$ cat src/rtl/core/ffia_ram.sv
// ----------------------------------------------------------------------------
// ffia_ram: generic simple dual-port RAM
// One write port and one read port with registered read data.
// ----------------------------------------------------------------------------
module ffia_ram #(
  parameter int WIDTH = 32,
  parameter int DEPTH = 64
) (
  input  logic                     clk,
  input  logic                     we,
  input  logic [$clog2(DEPTH)-1:0] waddr,
  input  logic [WIDTH-1:0]         wdata,
  input  logic [$clog2(DEPTH)-1:0] raddr,
  output logic [WIDTH-1:0]         rdata
);

  logic [WIDTH-1:0] mem [DEPTH];

  always_ff @(posedge clk) begin
    if (we) begin
      mem[waddr] <= wdata;
    end
    rdata <= mem[raddr];
  end

endmodule

$ cat config.mk
export PLATFORM = sky130hd
export DESIGN_NAME = ffia_ram
export DESIGN_NICKNAME = d
export VERILOG_FILES = /design/src/rtl/core/ffia_ram.sv
export SDC_FILE = /design/constraint.sdc
export NUM_CORES = 2
export LEC_CHECK = 0
export ABC_CLOCK_PERIOD_IN_PS = 4500
export BUFFER_PORTS_ARGS = -buffer_cell sky130_fd_sc_hd__buf_2
export CAP_MARGIN = 20
export CORE_AREA = 2 2 486 367
export DETAILED_ROUTE_END_ITERATION = 12
export DIE_AREA = 0 0 488 369
export GPL_TIMING_DRIVEN = 0
export PLACE_DENSITY_LB_ADDON = 0.08
export SYNTH_ARGS = -nofsm -noshare
export SYNTH_HDL_FRONTEND = slang
export SYNTH_SLANG_ARGS = --single-unit
$ cat constraint.sdc
create_clock -name clk -period 4.5 [get_ports clk]
set_input_delay 0.9 -clock clk [delete_from_list [all_inputs] [get_ports clk]]
set_output_delay 0.9 -clock clk [all_outputs]
set_load 0.005 [all_outputs]
---- Word level (Yosys, flattened, before mapping) ----
Memory sizes are Yosys's and may differ from the RTL's. A register that Yosys moved wholly into a read port is not among the register bits.
Index checks and enable logic that the tools add are counted.
operators by class
  muxes and demuxes ....................... 2
operators with widths
  cell    number
  $mux 1  2
word-level totals
  bits of input ports ..................... 46
  output and inout bits ................... 32
  register bits after elaboration ......... 0
  word-level logic and storage cells ...... 3
  memory bits (writable) .................. 2048
  memories ................................ 1
memory list
  name  depth  width  rd ports  clocked after Yosys merged registers in  write ports  line  text
  mem   64     32     1         1                                        1            17    logic [WIDTH-1:0] mem [DEPTH];

---- Longest topological paths before layout ----
  word-level depth ........................ 2
  depth in mapped cells ................... 10
  gate-level depth less buffers ........... 5

---- Worst setup path after synthesis ----
No wires, ideal clock.
  kind .................................... in2reg
  start ................................... input port waddr[3]
  end ..................................... memory mem[48][0] (enable)
  stages .................................. 4
  path slack .............................. 0.440 ns
  path buffers ............................ 1
  required time ........................... 4.039 ns
  data arrival time ....................... 3.599 ns
  library setup time ...................... 0.461 ns
  cells stage by stage .................... clkbuf_1 -> nor2b_1 -> nand4b_1 -> nor3_1
RTL lines
  element          line  text
  start, declared  11    input logic [$clog2(DEPTH)-1:0] waddr,
  end, declared    17
No word-level cell before the write port.

==> flow_summary.rst <==
.. list-table::
   :header-rows: 1

   * - Metric
     - Value
   * - Status
     - complete, but fails checks
   * - Violated checks
     - setup timing
   * - Count of final hold-check violations
     - 0
   * - DR pass1 iterations
     - 6
   * - Endpoints failing setup
     - 1
   * - Async set-or-reset flop fraction in the synthesized netlist
     - 0%
   * - List of cells traversed by the critical path
     - buf_2 > buf_2 > buf_2 > buf_1 > nand3b_1 > o221ai_1 > a21oi_1 > a21oi_1 > nor2_1
   * - Net count of the mapped netlist
     - roughly 3400
   * - Power density normalized to cell area
     - approximately 440 nW/µm²
   * - Vias in the first global route
     - 38800
   * - Worst hold margin
     - 414 ps
   * - Setup slack of the most critical reg-to-reg path
     - 2000 ps
   * - Clock latency reported for the late side of the worst-skew pair
     - 830 ps
   * - Most frequently used flop master after synthesis
     - sky130_fd_sc_hd__edfxtp_1
   * - Post-Synthesis Cells
     - 3324
   * - First-iteration detailed-routing DRC count
     - 6573
   * - Fin. max-slew vios
     - 0
   * - Max-Slew Margin vs Limit
     - 18.1%
   * - Post-Place Worst Slack
     - -675 ps
   * - Minimum clock period after layout
     - about 4500 ps
   * - Number of synthesized register bits
     - 2080
   * - Largest delay share family, worst path
     - buffers and inverters
   * - Total detailed-routing wirelength
     - between 200000 and 300000 µm
   * - Fraction of power consumed by the clock network
     - approximately two fifths
   * - Share of power burned in combinational logic
     - 5.8%
   * - Global-route wire length before repair
     - 341000 µm
   * - Required arrival time at the worst endpoint
     - between 5000 and 6000 ps
   * - Slew at the pin closest to its max-slew limit
     - 1230 ps
   * - Count of input and output buffers
     - 69
   * - Leakage dissipation
     - 28.8 nW
   * - Horiz. Die Dim
     - 488 µm
   * - Post-Synthesis Cell Area
     - a little under 80000 µm²
   * - Root buffer cell
     - sky130_fd_sc_hd__clkbuf_16
   * - Total half-perimeter wirelength after legalization and detailed placement
     - 171000 µm
   * - Largest stage delay, worst path
     - 900 ps
   * - Signed area change from the synthesized netlist to the final layout
     - 17.6%
   * - Placeable Area
     - around 170000 µm²
   * - Register area share after synthesis
     - 79.1%
   * - Global Route Usage Sum
     - 28.6%
   * - Number of nets in the layout
     - 3815
   * - Drt via density
     - about 6.4
   * - Number of design rule violations left after detail routing
     - 0
   * - Number of buffers inserted during clock tree synthesis
     - 198
   * - Hold buffers post-CTS
     - 0
   * - Clock Sinks
     - between 2000 and 2500
   * - Worst VDD drop
     - 379 µV
   * - Fraction of final layout cells sized beyond drive strength 1
     - 31.3%
   * - Count of different cell masters after synthesis
     - 34
   * - Clock input transition at the sequential cells of the worst setup and hold paths
     - about 70 ps
   * - CP endpoint kind
     - register
   * - Most repeated library cell on the critical path
     - sky130_fd_sc_hd__buf_2
   * - Max Clock Freq
     - 221 MHz
   * - Period utilisation layout
     - 100%
   * - Fraction of power consumed by sequential logic
     - 53.2%
   * - Post-CTS repair timing setup buffer count
     - 0
   * - Largest net degree at the start of global routing
     - 65
   * - Die height
     - 369 µm
   * - Clock tree from TritonCTS
     - done
   * - CP max FO
     - 10
   * - Yosys warns
     - 0
   * - Crit path DAT
     - 5190 ps
   * - Setup repair after global routing missed its margin
     - no
   * - Maximum level of the CTS H-tree
     - 4
   * - Resize count post-CTS
     - 0
   * - Worst clock skew
     - 31.0 ps
   * - Cell row count
     - 133
   * - RePlAce Congestion
     - slightly above 0.8
   * - Placed Cells incl. Taps
     - between 5000 and 6000
   * - Hold/Removal Path Class
     - input port to register
   * - Startpoint-to-endpoint class of the critical path
     - input port to register
   * - Syn_area_per_cell
     - 23.6 µm²
   * - Worst path bufs/invs
     - 4
   * - Number of enable-type register cells in the synthesized netlist
     - 2048
   * - Cell Int Power
     - 31.6 mW
   * - Count of placed standard cells in the final layout, fillers left out
     - 6299
   * - Final setup slack of the worst path
     - -15.6 ps
   * - Net switching power figure
     - 8.76 mW
   * - Full die area
     - approximately 180000 µm²
   * - Initial Utilization
     - between 40 and 50%
   * - Ports placed on the boundary
     - 78
   * - Antenna violations before repair
     - 24
   * - Overall via count from detail_route
     - 40500
   * - Number of violations of the max-capacitance limit
     - 0
   * - CP startpoint kind
     - input port
   * - Number of antenna-violating nets in the routed design
     - 0
   * - Total overflow reported by the global router
     - 0
   * - Maximum buffer depth of the clock tree
     - 3
   * - CP max-delay cell
     - sky130_fd_sc_hd__buf_1
   * - Wire length per cell
     - between 40 and 50 µm
   * - Switching Fraction
     - a little over a fifth
## final cells by class
cell class / instances / area [µm²]
multi-input cells: 1062 / 16000
repair buffers: 245 / 4000
diodes: 9 / 22.5
plain buffers: 182 / 895
fillers: 13200 / 82600
well taps: 2362 / 2960
flip-flops and latches: 2080 / 62100
clock inverters: 112 / 1060
clock buffers: 247 / 5300
## placed cells by master (no fill, tap or decap), types with 21 or more instances in the layout
master                      synthesis  routed
sky130_fd_sc_hd__nand2_1           26      26
sky130_fd_sc_hd__a21oi_1           62      62
sky130_fd_sc_hd__clkinv_2           0      37
sky130_fd_sc_hd__buf_1             21      21
sky130_fd_sc_hd__buf_12             0      97
sky130_fd_sc_hd__clkbuf_16          0     201
sky130_fd_sc_hd__buf_2             57     126
sky130_fd_sc_hd__nor2_4             0      62
sky130_fd_sc_hd__dfxtp_1           32      32
sky130_fd_sc_hd__buf_4             25      28
sky130_fd_sc_hd__edfxtp_1        2048    2048
sky130_fd_sc_hd__buf_16             0      46
sky130_fd_sc_hd__mux4_2           544     544
sky130_fd_sc_hd__nor2_1           137      75
sky130_fd_sc_hd__buf_8              0      23
sky130_fd_sc_hd__mux2i_1           93      93
sky130_fd_sc_hd__o22ai_1           84      84
sky130_fd_sc_hd__clkbuf_1          74     103
sky130_fd_sc_hd__clkinv_1           0      43
sky130_fd_sc_hd__o221ai_1          27      27
## through the flow
step	TNS [ps]	cell area, µm²	total power [mW]	utilization (%)
floorplan	0	78500	22.9	-
global placement	-3491100	81800	24.0	46.8
detailed placement	-9210	85400	24.2	48.8
CTS	0	91700	40.5	52.4
global route	0	92300	41.4	52.8
finish	-15.6	92300	40.4	52.8
## worst reg2reg max path: cells and delay by family (launching register included)
kind / cells / cell delay, ps
AND/OR/NAND/NOR: 2 / 320
AO/OA/AOI/OAI: 1 / 920
multiplexers: 2 / 680
flip-flops: 1 / 370
## power by group through the flow
stage	sequential [mW]	combinational (mW)	clock, mW
after floorplan	21.9	1.04	0
after global placement	21.9	2.11	0
after detailed placement	21.9	2.25	0
after CTS	21.5	2.26	16.7
after global routing	21.5	2.41	17.5
final	21.5	2.33	16.6
## synth_stat cells, types with 5 or more instances
library cell,number,area (µm²)
sky130_fd_sc_hd__a21oi_1,62,310
sky130_fd_sc_hd__o22ai_1,84,526
sky130_fd_sc_hd__buf_1,21,78.8
sky130_fd_sc_hd__nor3_1,7,35.0
sky130_fd_sc_hd__a311oi_1,8,70.1
sky130_fd_sc_hd__dfxtp_1,32,641
sky130_fd_sc_hd__nor2b_1,15,93.8
sky130_fd_sc_hd__buf_2,57,285
sky130_fd_sc_hd__nor2_1,137,514
sky130_fd_sc_hd__nand3b_1,5,37.5
sky130_fd_sc_hd__nand3_1,5,25.0
sky130_fd_sc_hd__buf_4,25,188
sky130_fd_sc_hd__mux4_2,544,12300
sky130_fd_sc_hd__buf_6,5,56.3
sky130_fd_sc_hd__mux2i_1,93,931
sky130_fd_sc_hd__o221ai_1,27,236
sky130_fd_sc_hd__nand2_1,26,97.6
sky130_fd_sc_hd__nand2b_1,8,50.1
sky130_fd_sc_hd__a22oi_1,12,90.1
sky130_fd_sc_hd__edfxtp_1,2048,61500
sky130_fd_sc_hd__clkbuf_1,74,278
## cells by family (layout without fill, tap and decap cells)
group,after synthesis,after routing,synth area share (%)
DFF,2080,2080,79.1
and+or+nand+nor,223,223,1.27
AOI/OAI and AO/OA,202,202,1.67
other,0,9,0
buffers and inverters,182,786,1.13
muxes,637,637,16.8
## worst paths after layout
| check | from | end | cells after the start |
|---|---|---|---|
| setup / recovery | raddr[1] | rdata[6]$_DFF_P_ | 9 |
| hold / removal | wdata[31] | mem[5][31]$_DFFE_PP_ | 1 |
| setup reg to reg | mem[63][18]$_DFFE_PP_ | rdata[18]$_DFF_P_ | 5 |
| hold reg to reg | mem[12][8]$_DFFE_PP_ | rdata[8]$_DFF_P_ | 4 |
## state kept, by name (all words and copies together) (netlist names)
signal,flops
mem,2048
rdata,32
## metal layers
metal	track usage, %	wire length (µm)
met5	0	41
met2	41.1	113000
met4	8.06	7680
met1	43.2	106000
met3	7.45	29800
Power figures use the tool's default switching activity.
